<file path="src/hdl/ghgs_pkg.sv">
`timescale 1ns / 1ps

package ghgs_pkg;

    localparam int GRID_HALF_MAX   = 64;
    localparam int COORD_FRAC_BITS = 7;
    localparam int GRID_SIDE       = 2 * GRID_HALF_MAX;
    localparam int GRID_CELLS      = GRID_SIDE * GRID_SIDE;
    localparam int CELL_W          = $clog2(GRID_SIDE);
    localparam int ADDR_W          = $clog2(GRID_CELLS);

    localparam int COORD_W    = 16;
    localparam int IDX_W      = COORD_W + 2;
    localparam int HALF_W     = 7;
    localparam int DIFF_W     = 15;
    localparam int HEIGHT_W   = 16;
    localparam int OUT_CELL_W = 7;
    localparam int CFG_IDX_W  = 2;
    localparam int CFG_DATA_W = 16;

    localparam logic [CFG_IDX_W-1:0] REG_GRID_HALF  = 2'd0;
    localparam logic [CFG_IDX_W-1:0] REG_DIFF_THR   = 2'd1;
    localparam logic [CFG_IDX_W-1:0] REG_LOWEST_THR = 2'd2;

    localparam logic [HALF_W-1:0]         GRID_HALF_RST  = 7'd32;
    localparam logic [DIFF_W-1:0]         DIFF_THR_RST   = 15'd26;
    localparam logic signed [COORD_W-1:0] LOWEST_THR_RST = -16'sd218;

    typedef enum logic [1:0] {
        OP_ACC   = 2'd0,
        OP_LABEL = 2'd1,
        OP_CLEAR = 2'd2
    } op_t;

    typedef enum logic [1:0] {
        LBL_GROUND   = 2'd0,
        LBL_OBSTACLE = 2'd1,
        LBL_EMPTY    = 2'd2,
        LBL_OUTSIDE  = 2'd3
    } label_t;

    typedef struct packed {
        logic                      occ;
        logic signed [COORD_W-1:0] max_z;
        logic signed [COORD_W-1:0] min_z;
    } cell_word_t;

    typedef struct packed {
        logic              in_grid;
        logic [CELL_W-1:0] cx;
        logic [CELL_W-1:0] cy;
        logic [ADDR_W-1:0] addr;
    } loc_t;

    typedef struct packed {
        op_t                       op;
        logic                      in_grid;
        logic signed [COORD_W-1:0] z;
        logic [CELL_W-1:0]         cx;
        logic [CELL_W-1:0]         cy;
        logic [ADDR_W-1:0]         addr;
    } s1_t;

    typedef struct packed {
        logic              en;
        logic [ADDR_W-1:0] addr;
        cell_word_t        word;
    } wr_t;

    typedef struct packed {
        label_t                label;
        logic [HEIGHT_W-1:0]   height;
        logic [OUT_CELL_W-1:0] cell_x;
        logic [OUT_CELL_W-1:0] cell_y;
    } res_t;

endpackage

</file>
<file path="src/hdl/ghgs_locate.sv">
`timescale 1ns / 1ps

module ghgs_locate (
    input  logic                                point_missing,
    input  logic signed [ghgs_pkg::COORD_W-1:0] pos_x,
    input  logic signed [ghgs_pkg::COORD_W-1:0] pos_y,
    input  logic [ghgs_pkg::HALF_W-1:0]         grid_half,
    output ghgs_pkg::loc_t                      loc
);
    import ghgs_pkg::*;

    logic signed [IDX_W-1:0] fx;
    logic signed [IDX_W-1:0] fy;
    logic signed [IDX_W-1:0] half;
    logic signed [IDX_W-1:0] side;
    logic signed [IDX_W-1:0] ix;
    logic signed [IDX_W-1:0] iy;
    logic [IDX_W-1:0]        half_ext;

    // arithmetic shift is floor for negative coordinates too
    assign fx       = IDX_W'(pos_x >>> COORD_FRAC_BITS);
    assign fy       = IDX_W'(pos_y >>> COORD_FRAC_BITS);
    assign half_ext = IDX_W'(grid_half);
    assign half     = (half_ext > IDX_W'(GRID_HALF_MAX)) ? IDX_W'(GRID_HALF_MAX)
                                                         : signed'(half_ext);
    assign side     = half <<< 1;
    assign ix       = fx + half;
    assign iy       = fy + half;

    always_comb
    begin
        loc.in_grid = !point_missing && (ix >= 0) && (iy >= 0) && (ix < side) && (iy < side);
        loc.cx      = ix[CELL_W-1:0];
        loc.cy      = iy[CELL_W-1:0];
        loc.addr    = ADDR_W'(ADDR_W'(ix[CELL_W-1:0]) * ADDR_W'(GRID_SIDE)
                              + ADDR_W'(iy[CELL_W-1:0]));
    end
endmodule

</file>
<file path="config.mk">
export PLATFORM = sky130hd
export DESIGN_NAME = ghgs_locate
export DESIGN_NICKNAME = d
export VERILOG_FILES = /design/src/hdl/ghgs_pkg.sv /design/src/hdl/ghgs_locate.sv
export SDC_FILE = /design/constraint.sdc
export NUM_CORES = 1
export LEC_CHECK = 0
export ABC_AREA = 1
export BUFFER_PORTS_ARGS = -buffer_cell sky130_fd_sc_hd__buf_2
export CORE_ASPECT_RATIO = 0.8
export CORE_MARGIN = 5
export CORE_UTILIZATION = 46
export DETAILED_ROUTE_END_ITERATION = 10
export PLACE_DENSITY = 0.86
export SYNTH_ARGS = -nofsm -noshare
export SYNTH_HDL_FRONTEND = slang
export SYNTH_SLANG_ARGS = --single-unit
</file>
<file path="constraint.sdc">
create_clock -name vclk -period 3.75
set_clock_uncertainty 0.15 [all_clocks]
set_input_delay 0.75 -clock vclk [all_inputs]
set_output_delay 0.75 -clock vclk [all_outputs]
set_load 0.1 [all_outputs]
</file>
==> results of run 1 <==
## synth_stat cells (all sizes together)
cell type / count
a21boi: 2
a21o: 1
a21oi: 7
a31oi: 4
buf: 15
fa: 2
ha: 26
inv: 24
nand2: 58
nand3: 9
nand3b: 2
nor2: 11
nor4: 1
o21ai: 1
xnor2: 4
xor2: 9
## per-layer routing
metal,overflow,global-route usage (%)
met5,0,0
met4,18,76.14
met3,0,36.53
met2,22,86.76
met1,2,54.55
## cells by family after synthesis
group / after synthesis / synth area share [%]
fa+ha+maj: 28 / 33.14
xor+xnor: 13 / 10.33
buf+inv: 39 / 18.39
simple gates: 81 / 30.19
compound gates: 15 / 7.945
## timing repair
item | in CTS
resized for setup | 14
pin swaps | 4
endpoints found under the setup margin | 1
## through the flow
stage	util, %	area, µm²	std cells	setup TNS [ns]	worst slack [ns]
2_1_floorplan	-	1325	176	-0.9926	-0.9637
3_3_place_gp	87.85	1946	283	-0.4653	-0.4653
3_5_place_dp	87.85	1946	283	-0.5952	-0.5952
4_1_cts	90.79	2011	283	-0.4762	-0.4762
==> flow_summary.yaml, run 1 <==
synth:
  synth_nets: 244
  netlist_top_cells_area: "ha_1, nand2_1, buf_4"
  yosys.area.top_type: "ha_1"
  postSynthAreaPerCell_um2: 6.263
  syn-instance-count: 176
  netlist.area_leader.share_pct: 29.51
  syn_area_um2: 1102
  ys_warn_count: 0
  synth.distinct_cells: 20
  yosysSeqAreaShare_pct: 0
cts:
  cts_setup_buffers: 0
  cts_hold_buffers: 0
floorplan:
  start_util_pct: 49.77
  num_io_pins: 69
  die-height_um: 53.79
  rows: 15
  die-width_um: 64.73
sta:
  grt-worst-endpoint: "loc[28]"
  endpoint_type: "output port"
global_route:
  grt_max_degree: 7
  overflow: 42
  grt.total_usage_pct: 60.41
place:
  routabilityCongestion: 0.8679
  dp_hpwl_um: 3474
  numPortBuffers: 55
run_status:
  error_line: "[ERROR GRT-0232] Routing congestion too high. Check the congestion heatmap in the GUI."
  lastStage: "global routing"
  outcome: "aborted with a tool error"
==> run 2: changes to the inputs <==
--- a/config.mk
+++ b/config.mk
@@ -7,11 +7,10 @@
 export LEC_CHECK = 0
 export ABC_AREA = 1
 export BUFFER_PORTS_ARGS = -buffer_cell sky130_fd_sc_hd__buf_2
-export CORE_ASPECT_RATIO = 0.8
-export CORE_MARGIN = 5
-export CORE_UTILIZATION = 46
+export CORE_AREA = 5 5 66 68
 export DETAILED_ROUTE_END_ITERATION = 10
-export PLACE_DENSITY = 0.86
+export DIE_AREA = 0 0 71 73
+export PLACE_DENSITY_LB_ADDON = 0.15
 export SYNTH_ARGS = -nofsm -noshare
 export SYNTH_HDL_FRONTEND = slang
 export SYNTH_SLANG_ARGS = --single-unit
==> flow_summary.yaml, run 2 <==
place:
  dp_cells: 312
  routabilityCongestion: 0.7882
  dp_hpwl_um: 2784
  place_area_um2: 2037
  numPortBuffers: 55
global_route:
  grt_pass1_vias: 1305
  antenna_found_initial: 0
  grt_max_degree: 8
  grt.total_usage_pct: 11.75
  overflow: 0
  grt_first_pass_wirelength_um: 5168
sta:
  finalCritPeriodShare_pct: 109.2
  hold_ws_ns: 1.864
  maxSlewViolCount: 0
  tightest_slew_ns: 0.4897
  slew_headroom_pct: 67.58
  fmax_mhz: 244.1
  fin_crit_ns: 4.097
  finalSetupViolations: 1
  rsz0062_at_grt: "true"
  finalSetupTns_ns: -0.3465
  hold_violations: 0
  finalWorstSetupSlack_ns: -0.3465
floorplan:
  die-height_um: 73
  num_io_pins: 69
  design.die.area_um2: 5183
  start_util_pct: 29.02
  rows: 23
  die-width_um: 71
  fp.coreArea_um2: 3799
synth:
  yosysMostFrequentCell: "nand2_1"
  synth.distinct_cells: 20
  netlist.area_leader.share_pct: 29.51
  syn_area_um2: 1102
  yosys.area.top_type: "ha_1"
  netlist_top_cells_area: "ha_1, nand2_1, buf_4"
  ys_warn_count: 0
  postSynthAreaPerCell_um2: 6.263
  yosysSeqAreaShare_pct: 0
  syn-instance-count: 176
  synth_nets: 244
  synthTopCellsByCount: "nand2_1, ha_1, inv_1, buf_4, nor2_1"
setup_path:
  crit_path_start_kind: "input pin"
  end_kind: "output port"
  cp.required_ns: 2.85
  worst-path-max-fanout: 7
  critPathKind: "input pin to output port"
  critPathArrivalTime_ns: 3.20
flow_run:
  drv_cap: 0
final_layout:
  antennaDiodeCount: 0
  fillerInstances: 375
  final_area_um2: 2157
  nFlopsAndLatches: 0
  register_area_um2: 0
  mostFrequentLayoutCells: "nand2_1, buf_4, buf_2"
  nets: 335
  drive_gt1_share_pct: 52.83
  fin_cells: 315
  nClkBuffers: 0
  final_common_cell: "nand2_1"
  syn_to_final_growth_pct: 95.69
detailed_routing:
  ant_nets: 0
  drt_first_iter_violations: 17
  wl_per_cell_um: 9.692
  routed_wl_um: 3053
  dr.pass1.iters: 4
  route.detailed.drc: 0
  via_per_inst: 4.184
  num_vias: 1318
pwr:
  sequentialPowerShare_pct: 0
  power.density_nw_per_um2: 394.8
  ir_drop_mv: 0.2635
  comb_power_share_pct: 100.0
  p_int_uw: 278.1
  power_switching_share_pct: 67.34
  leakagePower_uw: 0.001191
  power_switching_uw: 573.4
  power_frac_clock_pct: 0
run_status:
  outcome: "finished with violations"
  violations: "setup timing"
min_path:
  worst_hold_path_type: "input pin to output port"
run 2: cell counts after synthesis:
No cell type changed its count.
run 2: path summary, 6_finish.rpt:
path / startpoint / to / slack, ns / cells past startpoint
worst max-delay path: grid_half[6] / loc[28] / -0.35 / 20
worst min-delay path: pos_x[15] / loc[28] / 1.86 / 6
run 2: area by class of cell:
class	count	area, µm²	share of cell area (%)
multi-input combinational	137	1190	55.16
timing repair buffer	104	808.3	37.47
inverter	24	96.34	4.466
tap	50	62.56	2.900
run 2: power groups by stage:
stage          logic, µW  registers (µW)  clock network [µW]
6_report             852               0                   0
5_1_grt              903               0                   0
4_1_cts              851               0                   0
3_5_place_dp         829               0                   0
3_3_place_gp         825               0                   0
2_1_floorplan        636               0                   0
run 2: layer usage:
metal / track usage, % / vias to the layer above / share of wire, %
met5: 0 / - / 0
met4: 0 / 0 / 0
met3: 0.4132 / 0 / 3.1
met2: 24.00 / 18 / 56
met1: 14.34 / 572 / 41
li1: - / 728 / -
run 2: repair_timing:
item,4_1_cts,5_1_grt
buffers inserted,3,0
pin swaps,9,7
resized for setup,11,6
hold buffers,0,0
setup endpoints to repair,1,1
run 2: metrics by stage:
| stage | setup WS (ns) | util (%) | power [µW] |
|---|---|---|---|
| 6_report | -0.3465 | 56.79 | 851.5 |
| 5_1_grt | -0.5315 | 56.79 | 902.5 |
| 4_1_cts | -0.3788 | 56.06 | 850.5 |
| 3_5_place_dp | -0.4639 | 53.62 | 829.2 |
| 3_3_place_gp | -0.4548 | 53.62 | 825.2 |
| 2_1_floorplan | -0.9637 | - | 635.8 |
run 2: logic make-up (layout without fill, tap and decap cells):
| logic type | after synthesis | count (layout) | share of synthesized area [%] |
|---|---|---|---|
| buffers and inverters | 39 | 128 | 18.39 |
| AO/OA/AOI/OAI | 15 | 15 | 7.945 |
| AND/OR/NAND/NOR | 81 | 81 | 30.19 |
| adder cells (fa/ha/maj) | 28 | 28 | 33.14 |
| XOR/XNOR | 13 | 13 | 10.33 |
run 2: critical path, cell delays in order:
cell and delay [ns]:
buf_2 0.11, inv_4 0.06, nand2_4 0.06, inv_2 0.05, ha_4 0.15, fa_2 0.35, nand3_2 0.10, nand2_4 0.06
a31oi_4 0.16, xor2_2 0.20, clkinvlp_4 0.13, ha_1 0.18, nand2_1 0.06, nand2_1 0.06, nor4_2 0.14, nand2_1 0.08
nor2_1 0.09, nand2_1 0.10, nor2_4 0.11, buf_12 0.18
Power figures use the tool's default switching activity.
==> run 3: changes to the inputs <==
--- a/config.mk
+++ b/config.mk
@@ -5,7 +5,6 @@
 export SDC_FILE = /design/constraint.sdc
 export NUM_CORES = 1
 export LEC_CHECK = 0
-export ABC_AREA = 1
 export BUFFER_PORTS_ARGS = -buffer_cell sky130_fd_sc_hd__buf_2
 export CORE_AREA = 5 5 66 68
 export DETAILED_ROUTE_END_ITERATION = 10
==> flow_summary.yaml, run 3 <==
run_status:
  outcome: "finished with violations"
  violations: "setup timing"
synth:
  yosysMostFrequentCell: "ha_1"
  ys_warn_count: 0
  yosysSeqAreaShare_pct: 0
  netlist.area_leader.share_pct: 30.66
  postSynthAreaPerCell_um2: 7.633
  synthTopCellsByCount: "ha_1, buf_4, nand2_1, a21oi_1"
  synth_nets: 207
  synth.distinct_cells: 32
  syn-instance-count: 139
  syn_area_um2: 1061
  netlist_top_cells_area: "ha_1, buf_4, xnor2_1"
  yosys.area.top_type: "ha_1"
final_layout:
  mostFrequentLayoutCells: "buf_4, buf_2, buf_12"
  final_area_um2: 2446
  syn_to_final_growth_pct: 130.5
  antennaDiodeCount: 0
  final_util_pct: 64.39
  final_common_cell: "buf_4"
  nFlopsAndLatches: 0
  nClkBuffers: 0
  fin_cells: 295
  drive_gt1_share_pct: 72.24
  nets: 315
  fillerInstances: 317
  register_area_um2: 0
pwr:
  power_frac_clock_pct: 0
  p_int_uw: 328.7
  sequentialPowerShare_pct: 0
  comb_power_share_pct: 100.0
  power_switching_share_pct: 63.11
  p_total_uw: 890.9
  power.density_nw_per_um2: 364.2
  ir_drop_mv: 0.2184
  leakagePower_uw: 0.001150
  power_switching_uw: 562.2
min_path:
  min_to: "loc[28]"
  worst_hold_path_type: "input pin to output port"
  hold_depth: 4
  min_from: "pos_x[15]"
place:
  numPortBuffers: 55
  place_area_um2: 2098
  routabilityCongestion: 0.7469
  dp_hpwl_um: 3289
  dp_worst_setup_slack_ns: -0.8097
  dp_cells: 286
cts:
  cts_hold_buffers: 0
floorplan:
  die-height_um: 73
  fp.coreArea_um2: 3799
  rows: 23
  num_io_pins: 69
  die-width_um: 71
  design.die.area_um2: 5183
  start_util_pct: 27.93
setup_path:
  worst-path-max-fanout: 3
  cpPeakStageDelay_ns: 0.32
  critPathArrivalTime_ns: 3.54
  cp.required_ns: 2.85
  end_kind: "output port"
  critPathTopFamily: "compound AO/OA/AOI/OAI gates"
  critPathKind: "input pin to output port"
  crit_slowest_cell: "ha_1"
  crit_path_start_kind: "input pin"
  path_cells: "buf_8 -> buf_6 -> nor2b_4 -> ha_4 -> a211oi_4 -> o21a_1 -> nor3_2 -> a21oi_2 -> xnor2_1 -> ha_1 -> a22oi_2 -> nand2_1 -> a311oi_2 -> o21ai_2 -> a221oi_4 -> buf_12"
  crit_buf_inv: 3
sta:
  finalCritPeriodShare_pct: 118.4
  finalWorstSetupSlack_ns: -0.6902
  tightest_slew_ns: 0.4923
  fmax_mhz: 225.2
  rsz0062_at_grt: "true"
  slew_headroom_pct: 67.40
  maxSlewViolCount: 0
  hold_violations: 0
  finalSetupViolations: 1
  fin_crit_ns: 4.440
detailed_routing:
  drt_first_iter_violations: 39
  route.detailed.drc: 0
  dr.pass1.iters: 4
  routed_wl_um: 4096
  ant_nets: 0
  num_vias: 1394
  wl_per_cell_um: 13.88
  via_per_inst: 4.725
global_route:
  grt.total_usage_pct: 15.12
  antenna_found_initial: 0
  grt_max_degree: 7
  overflow: 0
  grt_first_pass_wirelength_um: 6596
  grt_pass1_vias: 1491
flow_run:
  drv_cap: 0
-- run 3: power by group through the flow --
stage / Clock [µW] / Sequential [µW] / Combinational [µW]
finish: 0 / 0 / 891
global route: 0 / 0 / 931
CTS: 0 / 0 / 864
detailed placement: 0 / 0 / 818
global placement: 0 / 0 / 805
floorplan: 0 / 0 / 574
-- run 3: stage by stage --
step | hold WS (ns) | TNS [ns]
3_3_place_gp | 1.834 | -0.7344
6_report | 1.830 | -0.6902
3_5_place_dp | 1.840 | -0.8263
4_1_cts | 1.840 | -0.5863
2_1_floorplan | 1.620 | -3.717
5_1_grt | 1.850 | -0.8363
-- run 3: worst max-delay path by stage --
stage              end         start  slack, ns  cells after the start
5_1_grt        loc[28]  grid_half[6]      -0.84                     17
3_5_place_dp   loc[28]  grid_half[6]      -0.81                     16
6_report       loc[28]  grid_half[6]      -0.69                     16
2_1_floorplan  loc[28]  grid_half[0]      -1.61                     12
4_1_cts        loc[28]  grid_half[6]      -0.59                     16
3_3_place_gp   loc[28]  grid_half[6]      -0.73                     18
-- run 3: routing by layer --
layer	GRT usage [%]	vias to the layer above	wire length [µm]
li1	-	712	-
met1	18.26	639	1584
met2	29.45	41	2248
met3	2.342	2	254
met4	0.6263	0	8
met5	0	-	0
-- run 3: cell families (layout without fill, tap and decap cells) --
group           after synthesis  in the layout  share of synthesized area, %
compound gates               45             45                         29.60
simple gates                 34             34                         15.45
fa+ha+maj                    28             28                         34.43
buf+inv                      23            129                         13.09
xor+xnor                      9              9                         7.430
-- run 3: cell type report --
class                      instances  area [µm²]  area share (%)
multi-input combinational        116        1305           53.35
timing repair buffer             120        1042           42.61
tap                               50       62.56           2.558
inverter                           9       36.28           1.483
-- run 3: what timing repair did --
item / 4_1_cts / 5_1_grt
endpoints found under the setup margin: 3 / 1
gates resized for setup: 36 / 18
pin swaps: 22 / 16
endpoints found under the hold margin: 0 / 0
buffers inserted: 7 / 2
-- run 3: tightest hold or removal path: stages --
cell	delay, ns
buf_2	0.09
o21bai_1	0.14
a221oi_4	0.08
buf_12	0.16
