`src/hdl/ghgs_pkg.sv`:
```
`timescale 1ns / 1ps

package ghgs_pkg;

    localparam int GRID_HALF_MAX   = 64;
    localparam int COORD_FRAC_BITS = 7;
    localparam int GRID_SIDE       = 2 * GRID_HALF_MAX;
    localparam int GRID_CELLS      = GRID_SIDE * GRID_SIDE;
    localparam int CELL_W          = $clog2(GRID_SIDE);
    localparam int ADDR_W          = $clog2(GRID_CELLS);

    localparam int COORD_W    = 16;
    localparam int IDX_W      = COORD_W + 2;
    localparam int HALF_W     = 7;
    localparam int DIFF_W     = 15;
    localparam int HEIGHT_W   = 16;
    localparam int OUT_CELL_W = 7;
    localparam int CFG_IDX_W  = 2;
    localparam int CFG_DATA_W = 16;

    localparam logic [CFG_IDX_W-1:0] REG_GRID_HALF  = 2'd0;
    localparam logic [CFG_IDX_W-1:0] REG_DIFF_THR   = 2'd1;
    localparam logic [CFG_IDX_W-1:0] REG_LOWEST_THR = 2'd2;

    localparam logic [HALF_W-1:0]         GRID_HALF_RST  = 7'd32;
    localparam logic [DIFF_W-1:0]         DIFF_THR_RST   = 15'd26;
    localparam logic signed [COORD_W-1:0] LOWEST_THR_RST = -16'sd218;

    typedef enum logic [1:0] {
        OP_ACC   = 2'd0,
        OP_LABEL = 2'd1,
        OP_CLEAR = 2'd2
    } op_t;

    typedef enum logic [1:0] {
        LBL_GROUND   = 2'd0,
        LBL_OBSTACLE = 2'd1,
        LBL_EMPTY    = 2'd2,
        LBL_OUTSIDE  = 2'd3
    } label_t;

    typedef struct packed {
        logic                      occ;
        logic signed [COORD_W-1:0] max_z;
        logic signed [COORD_W-1:0] min_z;
    } cell_word_t;

    typedef struct packed {
        logic              in_grid;
        logic [CELL_W-1:0] cx;
        logic [CELL_W-1:0] cy;
        logic [ADDR_W-1:0] addr;
    } loc_t;

    typedef struct packed {
        op_t                       op;
        logic                      in_grid;
        logic signed [COORD_W-1:0] z;
        logic [CELL_W-1:0]         cx;
        logic [CELL_W-1:0]         cy;
        logic [ADDR_W-1:0]         addr;
    } s1_t;

    typedef struct packed {
        logic              en;
        logic [ADDR_W-1:0] addr;
        cell_word_t        word;
    } wr_t;

    typedef struct packed {
        label_t                label;
        logic [HEIGHT_W-1:0]   height;
        logic [OUT_CELL_W-1:0] cell_x;
        logic [OUT_CELL_W-1:0] cell_y;
    } res_t;

endpackage

```
`src/hdl/ghgs_update.sv`:
```
`timescale 1ns / 1ps

module ghgs_update (
    input  ghgs_pkg::s1_t                       s1,
    input  ghgs_pkg::cell_word_t                word,
    input  logic [ghgs_pkg::DIFF_W-1:0]         diff_thr,
    input  logic signed [ghgs_pkg::COORD_W-1:0] lowest_thr,
    input  logic [ghgs_pkg::ADDR_W-1:0]         clear_idx,
    output ghgs_pkg::wr_t                       wr,
    output ghgs_pkg::res_t                      res,
    output logic                                has_res
);
    import ghgs_pkg::*;

    logic signed [COORD_W:0] spread;
    logic signed [COORD_W:0] above;
    logic                    obstacle;

    assign spread   = $signed({word.max_z[COORD_W-1], word.max_z})
                    - $signed({word.min_z[COORD_W-1], word.min_z});
    assign above    = $signed({s1.z[COORD_W-1], s1.z})
                    - $signed({word.min_z[COORD_W-1], word.min_z});
    assign obstacle = (spread > $signed({2'b00, diff_thr})) || (word.min_z > lowest_thr);

    always_comb
    begin
        wr.en      = 1'b0;
        wr.addr    = s1.addr;
        wr.word    = word;
        res.label  = LBL_OUTSIDE;
        res.height = '0;
        res.cell_x = '0;
        res.cell_y = '0;
        has_res    = 1'b0;
        case (s1.op)
            OP_ACC:
            begin
                if (s1.in_grid)
                begin
                    wr.en       = 1'b1;
                    wr.word.occ = 1'b1;
                    if (!word.occ || (s1.z < word.min_z))
                    begin
                        wr.word.min_z = s1.z;
                    end
                    if (!word.occ || (s1.z > word.max_z))
                    begin
                        wr.word.max_z = s1.z;
                    end
                end
            end
            OP_LABEL:
            begin
                has_res = 1'b1;
                if (s1.in_grid)
                begin
                    res.cell_x = OUT_CELL_W'(s1.cx);
                    res.cell_y = OUT_CELL_W'(s1.cy);
                    if (!word.occ)
                    begin
                        res.label = LBL_EMPTY;
                    end
                    else
                    begin
                        res.label  = obstacle ? LBL_OBSTACLE : LBL_GROUND;
                        // point below the cell minimum reads as zero height
                        res.height = above[COORD_W] ? '0 : above[HEIGHT_W-1:0];
                    end
                end
            end
            OP_CLEAR:
            begin
                wr.en   = 1'b1;
                wr.addr = clear_idx;
                wr.word = '0;
            end
            default:
            begin
            end
        endcase
    end
endmodule

```
`config.mk`:
```
export PLATFORM = sky130hd
export DESIGN_NAME = ghgs_update
export DESIGN_NICKNAME = d
export VERILOG_FILES = /design/src/hdl/ghgs_pkg.sv /design/src/hdl/ghgs_update.sv
export SDC_FILE = /design/constraint.sdc
export NUM_CORES = 1
export LEC_CHECK = 0
export BUFFER_PORTS_ARGS = -buffer_cell sky130_fd_sc_hd__buf_2
export CAP_MARGIN = 10
export CORE_MARGIN = 1.5
export CORE_UTILIZATION = 40
export DETAILED_ROUTE_END_ITERATION = 8
export PLACE_DENSITY_LB_ADDON = 0.2
export SYNTH_ARGS = -nofsm -noshare
export SYNTH_HDL_FRONTEND = slang
export SYNTH_SLANG_ARGS = --single-unit
```
`constraint.sdc`:
```
create_clock -name vclk -period 3.45
set_input_delay 0.1725 -clock vclk [all_inputs]
set_output_delay 0.1725 -clock vclk [all_outputs]
set_load 0.05 [all_outputs]
```
=== Word level (Yosys, flattened, before mapping) ===
Index checks and enable logic that the tools add are counted.

* Bits in registers: 0
* Output and inout bits: 81

* $add $sub $neg: 2
* $lt $le $gt $ge: 4
* Eq/ne operators: 2
* Multiplexer cells: 14
* Reductions and logical operators: 5

{| class="wikitable"
|+ Operators by type and width
! operator !! count
|-
| $pmux W33 S2 || 1
|-
| $mux W16 || 4
|-
| $mux W32 || 2
|-
| $sub A16 B16 Y17 || 2
|-
| $mux W33 || 1
|-
| $gt A16 B16 Y1 || 2
|-
| $gt A17 B16 Y1 || 1
|-
| $lt A16 B16 Y1 || 1
|-
| $mux W14 || 1
|-
| $logic_or A1 B1 Y1 || 3
|-
| $mux W1 || 3
|-
| $eq A2 B1 Y1 const B || 1
|-
| $eq A2 B2 Y1 const B || 1
|-
| $logic_not A2 Y1 || 1
|-
| $mux W2 || 1
|-
| $pmux W1 S2 || 1
|-
| $logic_not A1 Y1 || 1
|}

=== Depth between registers and ports, before layout ===
Gate-level depths: netlist of the first run.

* Depth in word-level cells: 7
* Depth in mapped cells: 18
* Mapped depth without buffers: 18

=== Worst setup path after synthesis of the first run ===
Ideal clock, no wire load.

* Kind: in2out
* Start: input port s1[28] (netlist bit)
* End: output port res[26] (netlist bit)
* Arrival time: 3.423 ns
* Data required time: 3.277 ns
* Slack: -0.146 ns
* Cell stages on the path: 10
* Path through: inv_1 > ha_1 > fa_1 > nor2b_1 > o31a_1 > o211ai_1 > a21oi_1 > o21ai_1 > a21o_1 > nor4b_1

{| class="wikitable"
|+ RTL lines
! element !! line !! source
|-
| from (decl) || ghgs_update.sv:4 || <nowiki>input ghgs_pkg::s1_t s1,</nowiki>
|-
| to (decl) || ghgs_update.sv:10 || <nowiki>output ghgs_pkg::res_t res,</nowiki>
|}

==> flow_summary.toml, run 1 <==
[run_status]
result_of_the_run = "finished clean"

[sta]
tightestPinTransition_ns = 0.695
timing_max_transition_violations_final = 0
slew_headroom_pct = 53.5
final-hold-violation-count = 0
unrepaired_setup_endpoints_after_global_routing = "true"
post-route-period-util_pct = 99.4
max_freq_mhz = 292
finalSetupViolations = 0
layout_min_cycle_time_ns = 3.43
setup_ws_ns = 0.0209

[routing]
drc = 0
route.final.wire_length_um = 13700
top_signal_layer_used = "met4"
vias = 4611
wl_per_cell_um = 16.0
detail_route.vias_per_cell = 5.37
routed-wl-met3_um = 721
m1WireLength_um = 5830
drt_first_pass_iters = 5
detail-route-antenna-nets = 0
met2_wirelength_um = 6940
detailedRoute.firstIterationViolations = 196

[layout]
most_frequent_cells_in_the_layout = "buf_2, ha_1, inv_1"
num_antenna_cells = 0
seq_area_um2 = 0
design.seq.count = 0
count_of_clock_buffers_in_the_final_design = 0
final_nets = 958
fraction_of_layout_instances_using_a_drive_strength_above_1_pct = 36.3
layoutNonFillerInstCount = 858
area_growth_pct = 38.6
layout.cells.most_common = "buf_2"

[setup_path]
setup.worst_path.end_class = "primary output"
cp.required_ns = 3.28
crit_path_launch_type = "primary input"
worst-path-max-fanout = 4
setup.worst_path.class = "in2out"
arrival_time_reported_for_the_critical_path_endpoint_ns = 3.26

[placement]
dp_hpwl_um = 12100
pre_cts_slack_ns = -0.276
gpl.final_weighted_congestion = 0.954
dp.cells = 855
portBuffers = 206

[yosys]
yosys_warnings = 0
synth_fp_nets = 729
synth_cells = 523
synth_area_per_cell_um2 = 6.98
synth_seq_area_share_pct = 0
ys_top_cells_by_area = "ha_1, inv_1, nand2_1, a21oi_1, nor2_1"
synth.largest_area_cell = "ha_1"
fraction_of_post_synthesis_cell_area_in_the_top_cell_type_by_area_pct = 27.1
synth.distinct_cells = 60
mappedNetlistArea_mm2 = 0.00365

[global_routing]
grt_first_pass_wirelength_um = 21100
antenna_violations_before_repair = 0
vias_in_the_first_global_route = 4312
largest_net_degree_at_the_start_of_global_routing = 28
gr-usage-all-layers_pct = 26.5
grt_overflow_total = 0

[power]
powerDensity_mw_per_mm2 = 198
power.leakage_nw = 2.97
finalPower_mw = 1.00
ir_drop_v = 0.000111

[die]
die_width_um = 98.5
die_h_um = 98.5
coreArea_mm2 = 0.00876
placementRows = 34
effective_utilization_at_floorplan_pct = 41.6
boundaryPins = 206
dieArea_mm2 = 0.00971

[hold_path]
min-delay-path-class = "in2out"

[job]
max-cap-violations = 0
timing repair:
| action | 4_1_cts | 5_1_grt |
|---|---|---|
| hold endpoints to repair | 0 | 0 |
| endpoints found under the setup margin | 1 | 1 |
| pin swaps | 13 | 0 |
| gates cloned | 0 | 0 |
| gates resized for setup | 7 | 0 |
| hold buffers | 0 | 0 |
| setup buffers | 3 | 0 |
routing by layer:
metal	up-vias	track usage (%)
li1	2349	-
met1	2084	33.0
met2	164	50.6
met3	14	1.77
met4	0	3.90
met5	-	0
critical path, stage by stage:
cell and delay, ns:
buf_2 0.11, inv_1 0.05, ha_2 0.19, fa_2 0.21
nor2b_2 0.06, o31ai_4 0.27, a21oi_2 0.12, o41ai_4 0.30
o21ai_1 0.10, a21oi_1 0.17, xnor2_1 0.10, ha_1 0.30
nand4_1 0.12, nor3_2 0.17, o221ai_1 0.13, and3_1 0.21
a21oi_2 0.12, nand2_1 0.07, nand4_1 0.11, buf_6 0.16
cell usage after synthesis (3+ instances only):
library cell / n
o21ai_0: 18
nand4_1: 11
nand2b_1: 9
buf_2: 3
mux2_2: 5
nor2b_1: 8
a211oi_1: 6
xnor2_1: 14
a21oi_1: 33
or3_1: 3
nand2_1: 51
clkbuf_1: 9
a31oi_1: 3
mux2_1: 9
a22o_1: 15
ha_1: 79
nor2_1: 38
a21o_1: 16
o22ai_1: 6
nand3_1: 22
o21ai_1: 6
o21a_1: 5
nor3_1: 7
inv_1: 68
o211ai_1: 8
xor2_1: 7
o211ai_2: 10
and3_1: 19
worst paths after layout:
check | start | to | slack [ns] | cells past startpoint
hold / removal | s1[12] | wr[45] | 0.77 | 3
setup / recovery | word[16] | res[30] | 0.02 | 20
metrics by stage:
stage	instance area [um^2]	TNS, ns	util (%)	hold slack, ns
after global placement	5010	-0.155	57.2	0.768
after detailed placement	5010	-0.276	57.2	0.767
after CTS	5060	0	57.7	0.772
after floorplan	3680	0	-	0.609
final	5060	0	57.7	0.771
after global routing	5060	-0.242	57.7	0.785
kinds of logic after synthesis:
logic type | count (synthesis) | share of synthesized area, %
muxes | 16 | 4.87
AOI/OAI and AO/OA | 144 | 28.3
buffers and inverters | 84 | 9.46
xor gates and xnor gates | 21 | 5.04
and+or+nand+nor | 177 | 24.1
adders and majority gates | 81 | 28.2
where the power goes:
part / switching, mW / internal [mW]
registers: 0 / 0
logic: 0.627 / 0.376
clock network: 0 / 0
final cells by class:
class              count  area, um^2
repair buffers       242        1310
fillers              872        3710
well taps            108         135
inverters             69         259
multi-input cells    439        3360
(Power assumes the default switching activity.)
==> run 2, diff against run 1 <==
==> constraint.sdc (replaced) <==
create_clock -name vclk -period 3.4
set_input_delay 0.17 -clock vclk [all_inputs]
set_output_delay 0.17 -clock vclk [all_outputs]
set_load 0.05 [all_outputs]
==> run 2 against run 1 <==
Net effect:
- the flow now finishes with violations (setup timing)
- first-iteration DRC count grew 14%
- highest routed layer unchanged
- sequential cell count unchanged
- largest cell class unchanged
- non-clock buffer count grew 3
- via count up 2.3%
- hold slack got worse by 0.0089 ns
- total power increased by 4.0%
- cell count increased by 0.35%
- critical endpoint unchanged
- die area is the same
- worst setup slack worse by 0.085 ns
- routed wire length rose by 3.0%
==> flow_summary.toml, run 2 (same netlist as run 1, synthesis figures left out) <==
[run_status]
failed_checks = "setup timing"
result_of_the_run = "complete, but fails checks"

[power]
finalPower_mw = 1.04
power_switching_share_pct = 62.2
power_switching_uw = 648
intPower_uw = 394
power.leakage_nw = 3.00
share_of_total_power_in_the_clock_network_pct = 0
ir_drop_v = 0.0000930
powerDensity_mw_per_mm2 = 203
sequential_power_share_pct = 0
p_comb_share_pct = 100.0

[layout]
finish.utilization_pct = 58.6
seq_area_um2 = 0
most_frequent_cells_in_the_layout = "buf_2, ha_1, inv_1"
fraction_of_layout_instances_using_a_drive_strength_above_1_pct = 37.2
final_nets = 961
num_antenna_cells = 0
layout.cells.most_common = "buf_2"
count_of_clock_buffers_in_the_final_design = 0
nFillCells = 893
area_growth_pct = 40.6
design.seq.count = 0

[routing]
detail_route.vias_per_cell = 5.48
detail-route-antenna-nets = 0
route.final.wire_length_um = 14100
drc = 0
detailedRoute.firstIterationViolations = 223
vias = 4718
wl_per_cell_um = 16.4
drt_first_pass_iters = 5

[setup_path]
crit_path_launch_type = "primary input"
setup.worst_path.class = "in2out"
worst-path-max-fanout = 4
setup.worst_path.end_class = "primary output"
arrival_time_reported_for_the_critical_path_endpoint_ns = 3.29
cp.required_ns = 3.23

[global_routing]
gr-usage-all-layers_pct = 27.3
grt_use_met3_pct = 1.42
grt_first_pass_wirelength_um = 21700
vias_in_the_first_global_route = 4569
grt.met1_usage_pct = 33.4
antenna_violations_before_repair = 0
busiest_layer = "met2"
grt_util_met2_pct = 51.6
grt_overflow_total = 0
largest_net_degree_at_the_start_of_global_routing = 28

[die]
dieArea_mm2 = 0.00971
coreArea_mm2 = 0.00876
effective_utilization_at_floorplan_pct = 41.6
boundaryPins = 206
die_h_um = 98.5
placementRows = 34
die_width_um = 98.5

[placement]
gpl.final_weighted_congestion = 0.950
portBuffers = 206
dp_hpwl_um = 12300

[hold_path]
hold_path_end = "wr[43]"
worst_hold_startpoint = "s1[10]"
min-delay-path-class = "in2out"
holdPathStages = 3

[sta]
setup_ws_ns = -0.0638
tns_ns = -0.0638
tightestPinTransition_ns = 0.686
timing_max_transition_violations_final = 0
unrepaired_setup_endpoints_after_global_routing = "true"
layout_min_cycle_time_ns = 3.46
finalSetupViolations = 1
slew_headroom_pct = 54.1
post-route-period-util_pct = 102
max_freq_mhz = 289
final-hold-violation-count = 0

[clock_tree]
cts_hold_buf = 0

[job]
max-cap-violations = 0
-- run 2: changes by cell type in the layout (fill, tap and decap cells not counted), moves of 2 or more --
cell and delta:
buf_6 +2, inv_1 -2, ha_4 +2, buf_2 -2, buf_4 +3
-- run 2: power groups by stage --
stage                     clock network [mW]  registers (mW)  logic (mW)
after detailed placement                   0               0        1.01
after global routing                       0               0        1.14
final                                      0               0        1.04
after global placement                     0               0       0.992
after CTS                                  0               0        1.03
after floorplan                            0               0       0.698
-- run 2: cell type report --
class / count / area, um^2 / share of cell area (%)
inverters: 69 / 262 / 5.10
well taps: 108 / 135 / 2.63
multi-input cells: 439 / 3390 / 66.1
repair buffers: 245 / 1340 / 26.2
-- run 2: critical path, cell delays in order --
cell	delay (ns)
buf_6	0.10
inv_4	0.05
ha_4	0.14
fa_2	0.23
nor2b_4	0.05
o31ai_4	0.21
a21oi_2	0.12
o41ai_4	0.39
o21ai_1	0.10
a21oi_1	0.19
xnor2_1	0.11
ha_1	0.30
nand4_1	0.13
nor3_2	0.19
o221ai_1	0.14
and3_1	0.21
a21oi_2	0.13
nand2_1	0.07
nand4_1	0.11
buf_6	0.16
-- run 2: worst max path at each step --
stage,start,endpoint,slack (ns),depth (start not counted)
final,word[16],res[30],-0.06,20
after detailed placement,word[16],res[30],-0.28,20
after floorplan,word[2],res[30],0.02,17
after global placement,word[2],res[30],-0.18,19
after CTS,word[16],res[30],-0.02,20
after global routing,word[16],res[30],-0.35,21
-- run 2: per-stage QoR --
stage | hold slack, ns | area [um^2] | worst slack [ns] | std cells
3_3_place_gp | 0.762 | 5020 | -0.178 | 857
4_1_cts | 0.765 | 5100 | -0.0170 | 860
3_5_place_dp | 0.766 | 5020 | -0.277 | 857
6_report | 0.763 | 5130 | -0.0638 | 861
2_1_floorplan | 0.604 | 3680 | 0.0175 | 523
5_1_grt | 0.778 | 5130 | -0.351 | 861
-- run 2: timing repair --
action	in CTS	in global routing
gates resized for setup	14	3
endpoints found under the setup margin	1	1
pin swaps	19	4
buffers inserted	3	1
-- run 2: per-layer routing --
metal / share of wire [%] / vias up / wire [um]
li1: - / 2356 / -
met1: 41 / 2158 / 5810
met2: 51 / 180 / 7190
met3: 5.1 / 24 / 722
met4: 2.8 / 0 / 396
met5: 0 / - / 0
==> run 3, diff against run 2 <==
--- a/config.mk
+++ b/config.mk
@@ -5,7 +5,7 @@
 export SDC_FILE = /design/constraint.sdc
 export NUM_CORES = 1
 export LEC_CHECK = 0
-export BUFFER_PORTS_ARGS = -buffer_cell sky130_fd_sc_hd__buf_2
+export BUFFER_PORTS_ARGS = -buffer_cell sky130_fd_sc_hd__buf_4
 export CAP_MARGIN = 10
 export CORE_MARGIN = 1.5
 export CORE_UTILIZATION = 40
==> run 3 against run 2 <==
Net effect:
- the run still ends with setup timing left
- first-iteration DRC count decreased by 16%
- count of clock-buffer cells in the layout unchanged
- non-clock buffer count decreased by 14
- combinational power increased by 7%
- core utilization increased by 4.5 points
- largest cell class unchanged
- highest routed layer unchanged
==> flow_summary.toml, run 3 (same netlist as run 1, synthesis figures left out) <==
[global_routing]
vias_in_the_first_global_route = 4480
grt_first_pass_wirelength_um = 22700
largest_net_degree_at_the_start_of_global_routing = 28
antenna_violations_before_repair = 0
grt_overflow_total = 0
gr-usage-all-layers_pct = 28.5

[setup_path]
crit_path_launch_type = "primary input"
arrival_time_reported_for_the_critical_path_endpoint_ns = 3.29
cp.required_ns = 3.23
setup.worst_path.class = "in2out"
worst-path-max-fanout = 4
setup.worst_path.end_class = "primary output"

[layout]
design.seq.count = 0
final_design_area_no_fill_mm2 = 0.00553
most_frequent_cells_in_the_layout = "buf_4, ha_1, inv_1"
final_nets = 947
seq_area_um2 = 0
num_antenna_cells = 0
layoutNonFillerInstCount = 847
finish.utilization_pct = 63.1
area_growth_pct = 51.4
nFillCells = 821
count_of_clock_buffers_in_the_final_design = 0
fraction_of_layout_instances_using_a_drive_strength_above_1_pct = 35.7
multi_input_area_mm2 = 0.00339
layout.cells.most_common = "buf_4"

[power]
power.leakage_nw = 3.07
intPower_uw = 456
power_switching_share_pct = 58.9
sequential_power_share_pct = 0
powerDensity_mw_per_mm2 = 201
p_comb_share_pct = 100.0
share_of_total_power_in_the_clock_network_pct = 0
finalPower_mw = 1.11
ir_drop_v = 0.000112
power_switching_uw = 654

[placement]
pre_cts_slack_ns = -0.295
portBuffers = 206
gpl.final_weighted_congestion = 0.981
dp_hpwl_um = 12800
dp.cells = 842
placed_area_mm2 = 0.00543

[hold_path]
min-delay-path-class = "in2out"
holdPathStages = 3

[routing]
drc = 0
wl_per_cell_um = 17.4
detail-route-antenna-nets = 0
drt_first_pass_iters = 5
detailedRoute.firstIterationViolations = 188
vias = 4743
route.final.wire_length_um = 14700
detail_route.vias_per_cell = 5.60

[die]
die_width_um = 98.5
coreArea_mm2 = 0.00876
placementRows = 34
dieArea_mm2 = 0.00971
boundaryPins = 206
effective_utilization_at_floorplan_pct = 41.6
die_h_um = 98.5

[sta]
layout_min_cycle_time_ns = 3.46
tightestPinTransition_ns = 0.689
timing_max_transition_violations_final = 0
setup_ws_ns = -0.0583
max_freq_mhz = 289
slew_headroom_pct = 53.9
finalSetupViolations = 1
unrepaired_setup_endpoints_after_global_routing = "true"
post-route-period-util_pct = 102
final-hold-violation-count = 0
fin_hold_ws_ns = 0.710
tns_ns = -0.0583

[run_status]
result_of_the_run = "complete, but fails checks"
failed_checks = "setup timing"

[job]
max-cap-violations = 0

[clock_tree]
cts_hold_buf = 0
[run 3: cell types whose count changed in the layout (fill, tap and decap cells not counted)]
| cell | change |
|---|---|
| a21oi_1 | +1 |
| a21oi_2 | -1 |
| buf_2 | -203 |
| buf_4 | +190 |
| buf_6 | -1 |
| inv_1 | +1 |
| inv_2 | -1 |
[run 3: layout make-up]
class | count | area share (%)
Tap cell | 108 | 2.45
Inverter | 69 | 4.73
Timing Repair Buffer | 231 | 31.5
Multi-Input combinational cell | 439 | 61.3
[run 3: critical path, stage by stage]
cell,delay (ns)
buf_4,0.13
ha_4,0.16
fa_2,0.41
nor2b_4,0.16
o31ai_4,0.07
a21oi_2,0.23
o41ai_4,0.11
o21ai_1,0.15
a21oi_1,0.10
xnor2_1,0.13
ha_1,0.30
nand4_1,0.13
nor3_2,0.20
o221ai_1,0.14
and3_1,0.21
a21oi_2,0.13
nand2_1,0.07
nand4_1,0.12
buf_6,0.17
[run 3: per-layer routing]
metal / vias up / GRT usage, % / part of all wire [%]
li1: 2336 / - / -
met1: 2161 / 36.0 / 41
met2: 232 / 53.6 / 51
met3: 14 / 2.34 / 7.0
met4: 0 / 3.79 / 1.3
met5: - / 0 / 0
[run 3: power by group through the flow]
stage / clock network, mW / registers (mW) / logic (mW)
after global routing: 0 / 0 / 1.20
after detailed placement: 0 / 0 / 1.08
after CTS: 0 / 0 / 1.10
final: 0 / 0 / 1.11
after global placement: 0 / 0 / 1.06
after floorplan: 0 / 0 / 0.698
[run 3: final timing paths]
| kind | start | end |
|---|---|---|
| hold / removal | s1[6] | wr[39] |
| setup / recovery | word[0] | res[30] |
[run 3: timing repair]
action                     in CTS  in global routing
resized for setup              12                  1
setup endpoints to repair       1                  1
pin swaps                      14                  2
buffers inserted                4                  1
